[config.mk]
export PLATFORM = sky130hd
export DESIGN_NAME = toy_cpu_execute_unit_flat
export DESIGN_NICKNAME = d
export VERILOG_FILES = /design/src/design/tcx_pkg.sv /design/src/design/tcx_if.sv /design/src/design/tcx_front.sv /design/src/design/tcx_queue.sv /design/src/design/tcx_back.sv /design/src/design/toy_cpu_execute_unit.sv /design/src/flat_wrapper.sv
export SDC_FILE = /design/constraint.sdc
export NUM_CORES = 2
export LEC_CHECK = 0
export BUFFER_PORTS_ARGS = -buffer_cell sky130_fd_sc_hd__buf_4
export CAP_MARGIN = 20
export CORE_MARGIN = 5
export CORE_UTILIZATION = 45
export CTS_CLUSTER_DIAMETER = 150
export DETAILED_ROUTE_END_ITERATION = 10
export SYNTH_ARGS = -nofsm -noshare
export SYNTH_HDL_FRONTEND = slang
export SYNTH_SLANG_ARGS = --single-unit
[constraint.sdc]
create_clock -name clock -period 8.95 [get_ports clock]
set_input_delay 1.79 -clock clock [delete_from_list [all_inputs] [get_ports clock]]
set_output_delay 1.79 -clock clock [all_outputs]
set_load 0.02 [all_outputs]
[src/design/tcx_pkg.sv]
package tcx_pkg;

   // Opcode field encodings
   localparam logic [3:0] OPC_HALT  = 4'd0;
   localparam logic [3:0] OPC_ADD   = 4'd1;
   localparam logic [3:0] OPC_ADDHI = 4'd2;
   localparam logic [3:0] OPC_SUB   = 4'd3;
   localparam logic [3:0] OPC_BNE   = 4'd4;
   localparam logic [3:0] OPC_BEQ   = 4'd5;
   localparam logic [3:0] OPC_ST    = 4'd6;
   localparam logic [3:0] OPC_STH   = 4'd7;
   localparam logic [3:0] OPC_STB   = 4'd8;
   localparam logic [3:0] OPC_RTE   = 4'd9;

   // Fixed machine constants
   localparam logic [31:0] INSN_BYTES = 32'd4;
   localparam logic [31:0] IRQ_VECTOR = 32'd4;

   // Byte lane enable patterns
   localparam logic [3:0] BE_WORD    = 4'b1111;
   localparam logic [3:0] BE_HALF_LO = 4'b0011;
   localparam logic [3:0] BE_HALF_HI = 4'b1100;
   localparam logic [3:0] BE_BYTE0   = 4'b0001;

   // Decoupling queue between front and back
   localparam int QUEUE_DEPTH = 2;
   localparam int QPTR_W      = $clog2(QUEUE_DEPTH);
   localparam int QCNT_W      = $clog2(QUEUE_DEPTH + 1);

   // Operation class after decode
   typedef enum logic [3:0] {
      OP_HALT,
      OP_ADD,
      OP_ADDHI,
      OP_SUB,
      OP_BNE,
      OP_BEQ,
      OP_ST,
      OP_STH,
      OP_STB,
      OP_RTE,
      OP_BAD
   } tcx_op_type;

   // Classified instruction as held in the queue
   typedef struct packed {
      tcx_op_type  op;
      logic [3:0]  dest;
      logic [3:0]  src1;
      logic [3:0]  src2;
      logic [31:0] imm;
      logic        irq;
   } tcx_item_type;

endpackage

[src/design/tcx_if.sv]
// Instruction channel
interface tcx_req_if;
   logic               valid;
   logic               ready;
   logic [3:0]         opcode;
   logic [3:0]         dest_reg;
   logic [3:0]         src1_reg;
   logic [3:0]         src2_reg;
   logic signed [15:0] immediate;
   logic               irq_pending;

   modport source (
      output valid, opcode, dest_reg, src1_reg, src2_reg, immediate, irq_pending,
      input  ready
   );
   modport sink (
      input  valid, opcode, dest_reg, src1_reg, src2_reg, immediate, irq_pending,
      output ready
   );
endinterface

// Result channel
interface tcx_rsp_if;
   logic        valid;
   logic        ready;
   logic [31:0] next_pc;
   logic        store_valid;
   logic [31:0] store_addr;
   logic [31:0] store_data;
   logic [3:0]  byte_enable;
   logic        halted;
   logic        bad_opcode;

   modport source (
      output valid, next_pc, store_valid, store_addr, store_data, byte_enable,
             halted, bad_opcode,
      input  ready
   );
   modport sink (
      input  valid, next_pc, store_valid, store_addr, store_data, byte_enable,
             halted, bad_opcode,
      output ready
   );
endinterface

[src/design/tcx_front.sv]
module tcx_front (
   tcx_req_if.sink               req_ch,
   output logic                  push_valid,
   input  logic                  push_ready,
   output tcx_pkg::tcx_item_type push_item
);

   // Pass the handshake straight to the queue
   assign push_valid   = req_ch.valid;
   assign req_ch.ready = push_ready;

   // Classify the opcode and prepare the immediate addend
   always_comb begin
      push_item.dest = req_ch.dest_reg;
      push_item.src1 = req_ch.src1_reg;
      push_item.src2 = req_ch.src2_reg;
      push_item.irq  = req_ch.irq_pending;
      push_item.imm  = {{16{req_ch.immediate[15]}}, req_ch.immediate};
      unique case (req_ch.opcode)
         tcx_pkg::OPC_HALT:  push_item.op = tcx_pkg::OP_HALT;
         tcx_pkg::OPC_ADD:   push_item.op = tcx_pkg::OP_ADD;
         tcx_pkg::OPC_ADDHI: begin
            push_item.op  = tcx_pkg::OP_ADDHI;
            // upper-half immediate
            push_item.imm = {req_ch.immediate, 16'h0000};
         end
         tcx_pkg::OPC_SUB:   push_item.op = tcx_pkg::OP_SUB;
         tcx_pkg::OPC_BNE:   push_item.op = tcx_pkg::OP_BNE;
         tcx_pkg::OPC_BEQ:   push_item.op = tcx_pkg::OP_BEQ;
         tcx_pkg::OPC_ST:    push_item.op = tcx_pkg::OP_ST;
         tcx_pkg::OPC_STH:   push_item.op = tcx_pkg::OP_STH;
         tcx_pkg::OPC_STB:   push_item.op = tcx_pkg::OP_STB;
         tcx_pkg::OPC_RTE:   push_item.op = tcx_pkg::OP_RTE;
         default:            push_item.op = tcx_pkg::OP_BAD;
      endcase
   end

endmodule

[src/design/tcx_queue.sv]
module tcx_queue (
   input  logic                  clock,
   input  logic                  reset,
   input  logic                  push_valid,
   output logic                  push_ready,
   input  tcx_pkg::tcx_item_type push_item,
   output logic                  pop_valid,
   input  logic                  pop_take,
   output tcx_pkg::tcx_item_type pop_item
);

   tcx_pkg::tcx_item_type             slot_ff [tcx_pkg::QUEUE_DEPTH];
   logic [tcx_pkg::QPTR_W-1:0]        wr_ptr_ff, wr_ptr_in;
   logic [tcx_pkg::QPTR_W-1:0]        rd_ptr_ff, rd_ptr_in;
   logic [tcx_pkg::QCNT_W-1:0]        count_ff, count_in;
   logic                              do_push;
   logic                              do_pop;

   assign push_ready = (count_ff != tcx_pkg::QCNT_W'(tcx_pkg::QUEUE_DEPTH));
   assign pop_valid  = (count_ff != '0);
   assign pop_item   = slot_ff[rd_ptr_ff];
   assign do_push    = push_valid && push_ready;
   assign do_pop     = pop_take && pop_valid;

   // Pointer and occupancy update
   always_comb begin
      wr_ptr_in = wr_ptr_ff;
      rd_ptr_in = rd_ptr_ff;
      count_in  = count_ff;
      if (do_push) begin
         wr_ptr_in = (32'(wr_ptr_ff) == tcx_pkg::QUEUE_DEPTH - 1) ? '0
                     : wr_ptr_ff + tcx_pkg::QPTR_W'(1);
      end
      if (do_pop) begin
         rd_ptr_in = (32'(rd_ptr_ff) == tcx_pkg::QUEUE_DEPTH - 1) ? '0
                     : rd_ptr_ff + tcx_pkg::QPTR_W'(1);
      end
      if (do_push && !do_pop) begin
         count_in = count_ff + tcx_pkg::QCNT_W'(1);
      end else if (do_pop && !do_push) begin
         count_in = count_ff - tcx_pkg::QCNT_W'(1);
      end
   end

   always_ff @(posedge clock) begin
      if (reset) begin
         wr_ptr_ff <= '0;
         rd_ptr_ff <= '0;
         count_ff  <= '0;
      end else begin
         wr_ptr_ff <= wr_ptr_in;
         rd_ptr_ff <= rd_ptr_in;
         count_ff  <= count_in;
      end
   end

   // Slot storage
   always_ff @(posedge clock) begin
      if (do_push) begin
         slot_ff[wr_ptr_ff] <= push_item;
      end
   end

endmodule

[src/design/tcx_back.sv]
module tcx_back #(
   parameter int REG_COUNT = 16
) (
   input  logic                  clock,
   input  logic                  reset,
   input  logic                  q_valid,
   output logic                  q_take,
   input  tcx_pkg::tcx_item_type q_item,
   tcx_rsp_if.source             rsp_ch
);

   localparam int AW = (REG_COUNT > 1) ? $clog2(REG_COUNT) : 1;

   // Register file: two copies sharing one write port, three read ports total
   logic [31:0]          mem_ab [REG_COUNT];
   logic [31:0]          mem_d  [REG_COUNT];
   logic [REG_COUNT-1:0] vld_ff, vld_in;

   // Execute stage
   logic                  x_vld_ff, x_vld_in;
   tcx_pkg::tcx_item_type x_item_ff;
   logic [31:0]           rd_a_ff, rd_b_ff, rd_d_ff;
   logic                  rv_a_ff, rv_b_ff, rv_d_ff;

   // Last register write, bypassed over the read registers
   logic                  wb_vld_ff, wb_vld_in;
   logic [3:0]            wb_idx_ff;
   logic [31:0]           wb_data_ff;

   // Architectural state
   logic [31:0]           pc_ff, pc_in;
   logic [31:0]           saved_ff, saved_in;
   logic                  ien_ff, ien_in;

   // Output register
   logic                  out_vld_ff, out_vld_in;
   logic [31:0]           out_pc_ff;
   logic                  out_st_ff;
   logic [31:0]           out_addr_ff;
   logic [31:0]           out_data_ff;
   logic [3:0]            out_be_ff;
   logic                  out_halt_ff;
   logic                  out_bad_ff;

   // Execute datapath
   logic                  out_free;
   logic                  x_go;
   logic [31:0]           opa, opb, opd;
   logic [31:0]           b_scaled;
   logic [31:0]           sum;
   logic [31:0]           b_imm;
   logic [31:0]           pc_seq;
   logic [31:0]           pc_mid;
   logic                  ien_mid;
   logic                  wr_en;
   logic [31:0]           wr_data;
   logic                  st_en;
   logic [3:0]            be;
   logic                  halt_flag;
   logic                  bad_flag;
   logic                  irq_take;

   function automatic logic readable(input logic [3:0] idx);
      readable = (idx != '0) && (32'(idx) < REG_COUNT);
   endfunction

   // Resolve a source operand: zero register, bypass, then stored value
   function automatic logic [31:0] operand(input logic [3:0]  idx,
                                           input logic [31:0] rdata,
                                           input logic        rvalid,
                                           input logic        wvld,
                                           input logic [3:0]  widx,
                                           input logic [31:0] wdata);
      logic [31:0] val;
      if (!readable(idx)) begin
         val = '0;
      end else if (wvld && (widx == idx)) begin
         val = wdata;
      end else if (rvalid) begin
         val = rdata;
      end else begin
         val = '0;
      end
      operand = val;
   endfunction

   // Flow control
   assign out_free = !out_vld_ff || rsp_ch.ready;
   assign x_go     = x_vld_ff && out_free;
   assign q_take   = q_valid && (!x_vld_ff || x_go);

   // Register file read, captured as the item enters execute
   always_ff @(posedge clock) begin
      if (q_take) begin
         x_item_ff <= q_item;
         rd_a_ff   <= mem_ab[AW'(q_item.src1)];
         rd_b_ff   <= mem_ab[AW'(q_item.src2)];
         rd_d_ff   <= mem_d[AW'(q_item.dest)];
         rv_a_ff   <= vld_ff[AW'(q_item.src1)];
         rv_b_ff   <= vld_ff[AW'(q_item.src2)];
         rv_d_ff   <= vld_ff[AW'(q_item.dest)];
      end
   end

   // Register file write
   always_ff @(posedge clock) begin
      if (x_go && wr_en) begin
         mem_ab[AW'(x_item_ff.dest)] <= wr_data;
         mem_d[AW'(x_item_ff.dest)]  <= wr_data;
      end
   end

   // Execute one instruction
   always_comb begin
      opa = operand(x_item_ff.src1, rd_a_ff, rv_a_ff, wb_vld_ff, wb_idx_ff, wb_data_ff);
      opb = operand(x_item_ff.src2, rd_b_ff, rv_b_ff, wb_vld_ff, wb_idx_ff, wb_data_ff);
      opd = operand(x_item_ff.dest, rd_d_ff, rv_d_ff, wb_vld_ff, wb_idx_ff, wb_data_ff);

      unique case (x_item_ff.op)
         tcx_pkg::OP_ST:  b_scaled = {opb[29:0], 2'b00};
         tcx_pkg::OP_STH: b_scaled = {opb[30:0], 1'b0};
         default:         b_scaled = opb;
      endcase

      sum    = opa + b_scaled + x_item_ff.imm;
      b_imm  = opb + x_item_ff.imm;
      pc_seq = pc_ff + tcx_pkg::INSN_BYTES;

      pc_mid    = pc_seq;
      ien_mid   = ien_ff;
      wr_en     = 1'b0;
      wr_data   = sum;
      st_en     = 1'b0;
      be        = '0;
      halt_flag = 1'b0;
      bad_flag  = 1'b0;

      unique case (x_item_ff.op)
         tcx_pkg::OP_HALT:  halt_flag = 1'b1;
         tcx_pkg::OP_ADD:   wr_en = readable(x_item_ff.dest);
         tcx_pkg::OP_ADDHI: wr_en = readable(x_item_ff.dest);
         tcx_pkg::OP_SUB: begin
            wr_en   = readable(x_item_ff.dest);
            wr_data = opa - b_imm;
         end
         tcx_pkg::OP_BNE: begin
            if (opa != '0) begin
               pc_mid = pc_seq + b_imm;
            end
         end
         tcx_pkg::OP_BEQ: begin
            if (opa == '0) begin
               pc_mid = pc_seq + b_imm;
            end
         end
         tcx_pkg::OP_ST: begin
            st_en = 1'b1;
            be    = tcx_pkg::BE_WORD;
         end
         tcx_pkg::OP_STH: begin
            st_en = 1'b1;
            be    = sum[0] ? tcx_pkg::BE_HALF_HI : tcx_pkg::BE_HALF_LO;
         end
         tcx_pkg::OP_STB: begin
            st_en = 1'b1;
            be    = tcx_pkg::BE_BYTE0 << sum[1:0];
         end
         tcx_pkg::OP_RTE: begin
            pc_mid  = saved_ff;
            ien_mid = 1'b1;
         end
         tcx_pkg::OP_BAD: begin
            // unknown opcode: state left untouched
            bad_flag = 1'b1;
            pc_mid   = pc_ff;
         end
      endcase

      // Interrupt entry after the instruction
      irq_take = !bad_flag && x_item_ff.irq && ien_mid;
      if (irq_take) begin
         pc_in    = tcx_pkg::IRQ_VECTOR;
         saved_in = pc_mid;
         ien_in   = 1'b0;
      end else begin
         pc_in    = pc_mid;
         saved_in = saved_ff;
         ien_in   = ien_mid;
      end
   end

   // Control next values
   always_comb begin
      x_vld_in = x_vld_ff;
      if (q_take) begin
         x_vld_in = 1'b1;
      end else if (x_go) begin
         x_vld_in = 1'b0;
      end

      out_vld_in = out_vld_ff;
      if (x_go) begin
         out_vld_in = 1'b1;
      end else if (rsp_ch.ready) begin
         out_vld_in = 1'b0;
      end

      wb_vld_in = wb_vld_ff || (x_go && wr_en);

      vld_in = vld_ff;
      if (x_go && wr_en) begin
         vld_in[AW'(x_item_ff.dest)] = 1'b1;
      end
   end

   always_ff @(posedge clock) begin
      if (reset) begin
         x_vld_ff   <= 1'b0;
         out_vld_ff <= 1'b0;
         wb_vld_ff  <= 1'b0;
         vld_ff     <= '0;
         pc_ff      <= '0;
         saved_ff   <= '0;
         ien_ff     <= 1'b1;
      end else begin
         x_vld_ff   <= x_vld_in;
         out_vld_ff <= out_vld_in;
         wb_vld_ff  <= wb_vld_in;
         vld_ff     <= vld_in;
         if (x_go) begin
            pc_ff    <= pc_in;
            saved_ff <= saved_in;
            ien_ff   <= ien_in;
         end
      end
   end

   // Bypass value and result payload
   always_ff @(posedge clock) begin
      if (x_go && wr_en) begin
         wb_idx_ff  <= x_item_ff.dest;
         wb_data_ff <= wr_data;
      end
      if (x_go) begin
         out_pc_ff   <= pc_in;
         out_st_ff   <= st_en;
         out_addr_ff <= st_en ? sum : '0;
         out_data_ff <= st_en ? opd : '0;
         out_be_ff   <= be;
         out_halt_ff <= halt_flag;
         out_bad_ff  <= bad_flag;
      end
   end

   assign rsp_ch.valid       = out_vld_ff;
   assign rsp_ch.next_pc     = out_pc_ff;
   assign rsp_ch.store_valid = out_st_ff;
   assign rsp_ch.store_addr  = out_addr_ff;
   assign rsp_ch.store_data  = out_data_ff;
   assign rsp_ch.byte_enable = out_be_ff;
   assign rsp_ch.halted      = out_halt_ff;
   assign rsp_ch.bad_opcode  = out_bad_ff;

endmodule

[src/design/toy_cpu_execute_unit.sv]
// Channel   Direction  Carries
// req_ch    in         opcode, dest_reg, src1_reg, src2_reg, immediate, irq_pending
// rsp_ch    out        next_pc, store_valid/addr/data, byte_enable, halted, bad_opcode
//
// One instruction per cycle sustained while rsp_ch is ready; a req transfer writes a
// queue slot, the register file read is registered as the item enters execute, and
// execute then fills the output register that drives rsp valid. The execute step
// updates pc and registers together, so that loop sets the rate.
// Synchronous reset clears registers, pc, saved pc and queue; interrupts enabled.
// A stalled rsp_ch fills the output register, execute stage and queue in turn
// before req_ch.ready drops.
module toy_cpu_execute_unit #(
   parameter int REG_COUNT = 16
) (
   input logic       clock,
   input logic       reset,
   tcx_req_if.sink   req_ch,
   tcx_rsp_if.source rsp_ch
);

   logic                  push_valid;
   logic                  push_ready;
   tcx_pkg::tcx_item_type push_item;
   logic                  pop_valid;
   logic                  pop_take;
   tcx_pkg::tcx_item_type pop_item;

   // Decode and classify
   tcx_front u_front (
      .req_ch     (req_ch),
      .push_valid (push_valid),
      .push_ready (push_ready),
      .push_item  (push_item)
   );

   // Decoupling queue
   tcx_queue u_queue (
      .clock      (clock),
      .reset      (reset),
      .push_valid (push_valid),
      .push_ready (push_ready),
      .push_item  (push_item),
      .pop_valid  (pop_valid),
      .pop_take   (pop_take),
      .pop_item   (pop_item)
   );

   // Register file, execute and result register
   tcx_back #(
      .REG_COUNT (REG_COUNT)
   ) u_back (
      .clock   (clock),
      .reset   (reset),
      .q_valid (pop_valid),
      .q_take  (pop_take),
      .q_item  (pop_item),
      .rsp_ch  (rsp_ch)
   );

endmodule

[src/flat_wrapper.sv]
// flat-port wrapper written by rule: the top's interface ports become plain ports
module toy_cpu_execute_unit_flat 
#(
   parameter int REG_COUNT = 16
)
  (clock, reset, req_ch_valid, req_ch_opcode, req_ch_dest_reg, req_ch_src1_reg, req_ch_src2_reg, req_ch_immediate, req_ch_irq_pending, req_ch_ready, rsp_ch_valid, rsp_ch_next_pc, rsp_ch_store_valid, rsp_ch_store_addr, rsp_ch_store_data, rsp_ch_byte_enable, rsp_ch_halted, rsp_ch_bad_opcode, rsp_ch_ready);
  tcx_req_if req_ch_i ();
  tcx_rsp_if rsp_ch_i ();
  input logic clock;
  input logic reset;
  input wire logic [$bits(req_ch_i.valid)-1:0] req_ch_valid;
  input wire logic [$bits(req_ch_i.opcode)-1:0] req_ch_opcode;
  input wire logic [$bits(req_ch_i.dest_reg)-1:0] req_ch_dest_reg;
  input wire logic [$bits(req_ch_i.src1_reg)-1:0] req_ch_src1_reg;
  input wire logic [$bits(req_ch_i.src2_reg)-1:0] req_ch_src2_reg;
  input wire logic [$bits(req_ch_i.immediate)-1:0] req_ch_immediate;
  input wire logic [$bits(req_ch_i.irq_pending)-1:0] req_ch_irq_pending;
  output wire logic [$bits(req_ch_i.ready)-1:0] req_ch_ready;
  output wire logic [$bits(rsp_ch_i.valid)-1:0] rsp_ch_valid;
  output wire logic [$bits(rsp_ch_i.next_pc)-1:0] rsp_ch_next_pc;
  output wire logic [$bits(rsp_ch_i.store_valid)-1:0] rsp_ch_store_valid;
  output wire logic [$bits(rsp_ch_i.store_addr)-1:0] rsp_ch_store_addr;
  output wire logic [$bits(rsp_ch_i.store_data)-1:0] rsp_ch_store_data;
  output wire logic [$bits(rsp_ch_i.byte_enable)-1:0] rsp_ch_byte_enable;
  output wire logic [$bits(rsp_ch_i.halted)-1:0] rsp_ch_halted;
  output wire logic [$bits(rsp_ch_i.bad_opcode)-1:0] rsp_ch_bad_opcode;
  input wire logic [$bits(rsp_ch_i.ready)-1:0] rsp_ch_ready;
  assign req_ch_i.valid = req_ch_valid;
  assign req_ch_i.opcode = req_ch_opcode;
  assign req_ch_i.dest_reg = req_ch_dest_reg;
  assign req_ch_i.src1_reg = req_ch_src1_reg;
  assign req_ch_i.src2_reg = req_ch_src2_reg;
  assign req_ch_i.immediate = req_ch_immediate;
  assign req_ch_i.irq_pending = req_ch_irq_pending;
  assign req_ch_ready = req_ch_i.ready;
  assign rsp_ch_valid = rsp_ch_i.valid;
  assign rsp_ch_next_pc = rsp_ch_i.next_pc;
  assign rsp_ch_store_valid = rsp_ch_i.store_valid;
  assign rsp_ch_store_addr = rsp_ch_i.store_addr;
  assign rsp_ch_store_data = rsp_ch_i.store_data;
  assign rsp_ch_byte_enable = rsp_ch_i.byte_enable;
  assign rsp_ch_halted = rsp_ch_i.halted;
  assign rsp_ch_bad_opcode = rsp_ch_i.bad_opcode;
  assign rsp_ch_i.ready = rsp_ch_ready;
  toy_cpu_execute_unit #(.REG_COUNT(REG_COUNT)) u_core (.clock(clock), .reset(reset), .req_ch(req_ch_i), .rsp_ch(rsp_ch_i));
endmodule
==> flow_metrics.py <==
metrics = {
    "timing": {
        "setup_viol": 0,
        "fin_crit_ns": 8.48,
        "whs_ns": 0.459,
        "tightestPinTransition_ns": 1.16,
        "rsz0062_at_grt": "no",
        "period_share_pct": 94.8,
        "max_freq_mhz": 118,
        "max_slew_margin_pct": 22.9,
        "timing.setup.tns_ns": 0,
        "final.setup.worst_slack_ns": 0.468,
        "hold_viol_final": 0,
        "final_max_slew_viol_count": 0,
        "fin_worst_skew_ns": 0.0431,
    },
    "layout": {
        "drive_gt1_share_pct": 8.86,
        "fill_cells": 11636,
        "area_growth_syn_to_layout_pct": 11.4,
        "final_common_cell": "nand2_1",
        "fin_nets": 6498,
        "final_cell_mix": "1834 x nand2_1, 924 x nand3_1, 897 x edfxtp_1",
    },
    "critical_path": {
        "crit_path_end_kind": "flip-flop",
        "critical_path_class": "flip-flop to flip-flop",
        "worst-path-max-fanout": 17,
        "cp-start-kind": "flip-flop",
        "required_ns": 9.41,
        "critPathMaxStageDelay_ns": 0.70,
        "cpMaxStageDelayCell": "o21ai_0",
        "cp.arrival_ns": 8.94,
        "crit_top_cell": "a21o_1",
    },
    "floorplanning": {
        "dieWidth_um": 367,
        "die_y_um": 367,
        "dieArea_um2": 135000,
        "placementRows": 131,
        "initial_core_util_pct": 45.1,
        "coreArea_um2": 127000,
        "io_pins": 142,
    },
    "logic_synthesis": {
        "synth_ff_type": "edfxtp_1",
        "syn_area_um2": 57300,
        "yosys.area_share.simple_pct": 25.7,
        "synth_edf_count": 897,
        "synth-adder-area-share_pct": 3.81,
        "yosysWarnings": 0,
        "synth-xor-area-share_pct": 2.74,
        "synthCells": 6357,
        "ys_types": 104,
        "muxShareOfSynthArea_pct": 1.64,
        "ys_async_sr_fraction_pct": 0,
        "ys_ff_latch": 986,
        "synth_top_family_by_area": "simple AND/OR/NAND/NOR gates",
        "ys_seq_area_share_pct": 50.1,
        "synth_area_per_cell_um2": 9.02,
        "synth_compound_area_share_pct": 11.8,
    },
    "global_routing": {
        "grt_pass1_wl_um": 305000,
        "grt_antenna_before_repair": 11,
        "grt_max_degree": 174,
        "grt_usage_pct": 29.7,
        "grt_pass1_vias": 47337,
        "gr-total-overflow": 0,
    },
    "clock_tree": {
        "numCtsBuffers": 106,
        "clock_latency_ns": 0.75,
        "post_cts_buffers": 0,
        "cts-htree-levels": 3,
        "clock_sinks": 986,
        "cts_root_buffer": "clkbuf_16",
        "cts_tree": "built",
        "clk_pin_slew_ns": 0.07,
        "cts_buffer_depth": 3,
    },
    "placed_design": {
        "gp_congestion": 0.949,
        "dp_slack_ns": 0.599,
        "hpwlAfterDp_um": 130000,
        "port_buffers": 141,
    },
    "route": {
        "wl_per_cell_um": 25.8,
        "drt_iter0_markers": 7240,
        "wirelength_um": 208000,
        "remaining_drc_errors": 0,
        "firstDrtPassIters": 6,
        "vias": 50301,
        "viasPerCell": 6.24,
        "ant_nets": 0,
    },
    "worst_hold_path": {
        "hold_path_class": "flip-flop to flip-flop",
    },
    "status": {
        "outcome": "completed",
    },
    "flow_run": {
        "drv_cap": 0,
    },
}
critical path: cells and delay by family, from the launching register on:
kind                       cells  cell delay (ns)
and+or+nand+nor                9             1.28
xor gates and xnor gates       3             0.57
AOI/OAI and AO/OA             13             3.77
buffers and inverters          3             0.36
DFF                            1             0.49
muxes                          1             0.48
adders and majority gates      4             1.23
metrics by stage:
step | instance area, µm² | utilization [%] | instances
3_5_place_dp | 60300 | 47.5 | 7861
5_1_grt | 63900 | 50.3 | 8059
3_3_place_gp | 60300 | 47.4 | 7858
2_1_floorplan | 57500 | - | 6388
4_1_cts | 63900 | 50.3 | 8057
6_report | 63900 | 50.3 | 8060
final cells by class:
class	count	area [µm²]	share of cell area, %
Antenna cell	1	2.50	0.00392
Clock buffer	133	2840	4.44
Clock inverter	63	716	1.12
Inverter	196	776	1.21
Multi-Input combinational cell	4751	26600	41.7
Sequential cell	986	28700	45.0
Tap cell	1662	2080	3.26
Timing Repair Buffer	268	2130	3.33
cells by family (layout without fill, tap and decap cells):
family | Yosys count | count (layout)
flops | 986 | 986
xor+xnor | 168 | 168
buf+inv | 651 | 660
mux | 89 | 89
simple gates | 3353 | 3353
compound gates | 954 | 954
fa+ha+maj | 155 | 155
other cells | 1 | 33
synth_stat cells (39+ instances only):
cell type	instances	area share, %
xor2_1	64	0.98
a311oi_1	203	3.1
edfxtp_1	897	47
a21oi_1	212	1.9
a21o_1	85	1.1
nand2_1	1835	12
clkbuf_1	414	2.7
nor2_1	226	1.5
o21ai_0	90	0.79
nand3_1	925	8.1
a31oi_1	121	1.3
nor3_1	47	0.41
dfxtp_1	89	3.1
and3_1	134	1.5
xnor2_1	95	1.5
ha_1	118	2.6
inv_1	189	1.2
mux2i_1	50	0.87
mux2_2	39	0.77
layer usage:
| metal | routed length, µm | vias up | GRT usage (%) |
|---|---|---|---|
| li1 | - | 22637 | - |
| met1 | 80300 | 24078 | 39.2 |
| met2 | 94500 | 3014 | 47.4 |
| met3 | 21900 | 570 | 5.45 |
| met4 | 11000 | 2 | 14.6 |
| met5 | 13 | - | 0 |
final timing paths:
kind	start	end	slack [ns]	cells past startpoint
setup / recovery	u_core.u_back.x_item_ff[34]$_DFFE_PP_	u_core.u_back.mem_d[11][22]$_DFFE_PP_	0.47	33
hold / removal	u_core.u_back.saved_ff[29]$_SDFFE_PP0P_	u_core.u_back.saved_ff[29]$_SDFFE_PP0P_	0.46	2
setup reg to reg	u_core.u_back.x_item_ff[34]$_DFFE_PP_	u_core.u_back.mem_d[11][22]$_DFFE_PP_	0.47	33
hold reg to reg	u_core.u_back.saved_ff[29]$_SDFFE_PP0P_	u_core.u_back.saved_ff[29]$_SDFFE_PP0P_	0.46	2
what timing repair did:
item	in CTS	in global routing
setup endpoints to repair	0	17
hold buffers	0	0
resized for setup	0	1
flip-flops by register name, summed over array words and instances, names as in the netlist, 32 cells and up, named ones only:
| register | flops |
|---|---|
| u_core.u_back.mem_d | 512 |
| u_core.u_queue.slot_ff | 98 |
| u_core.u_back.x_item_ff | 49 |
| u_core.u_back.pc_ff | 32 |
| u_core.u_back.rd_a_ff | 32 |
| u_core.u_back.rd_b_ff | 32 |
| u_core.u_back.rd_d_ff | 32 |
| u_core.u_back.rsp_ch.next_pc | 32 |
| u_core.u_back.rsp_ch.store_addr | 32 |
| u_core.u_back.rsp_ch.store_data | 32 |
| u_core.u_back.saved_ff | 32 |
| u_core.u_back.wb_data_ff | 32 |
Power is left out: the tool's default activity adds up to more than one toggle a clock period on the data nets, which glitch-free logic cannot reach.
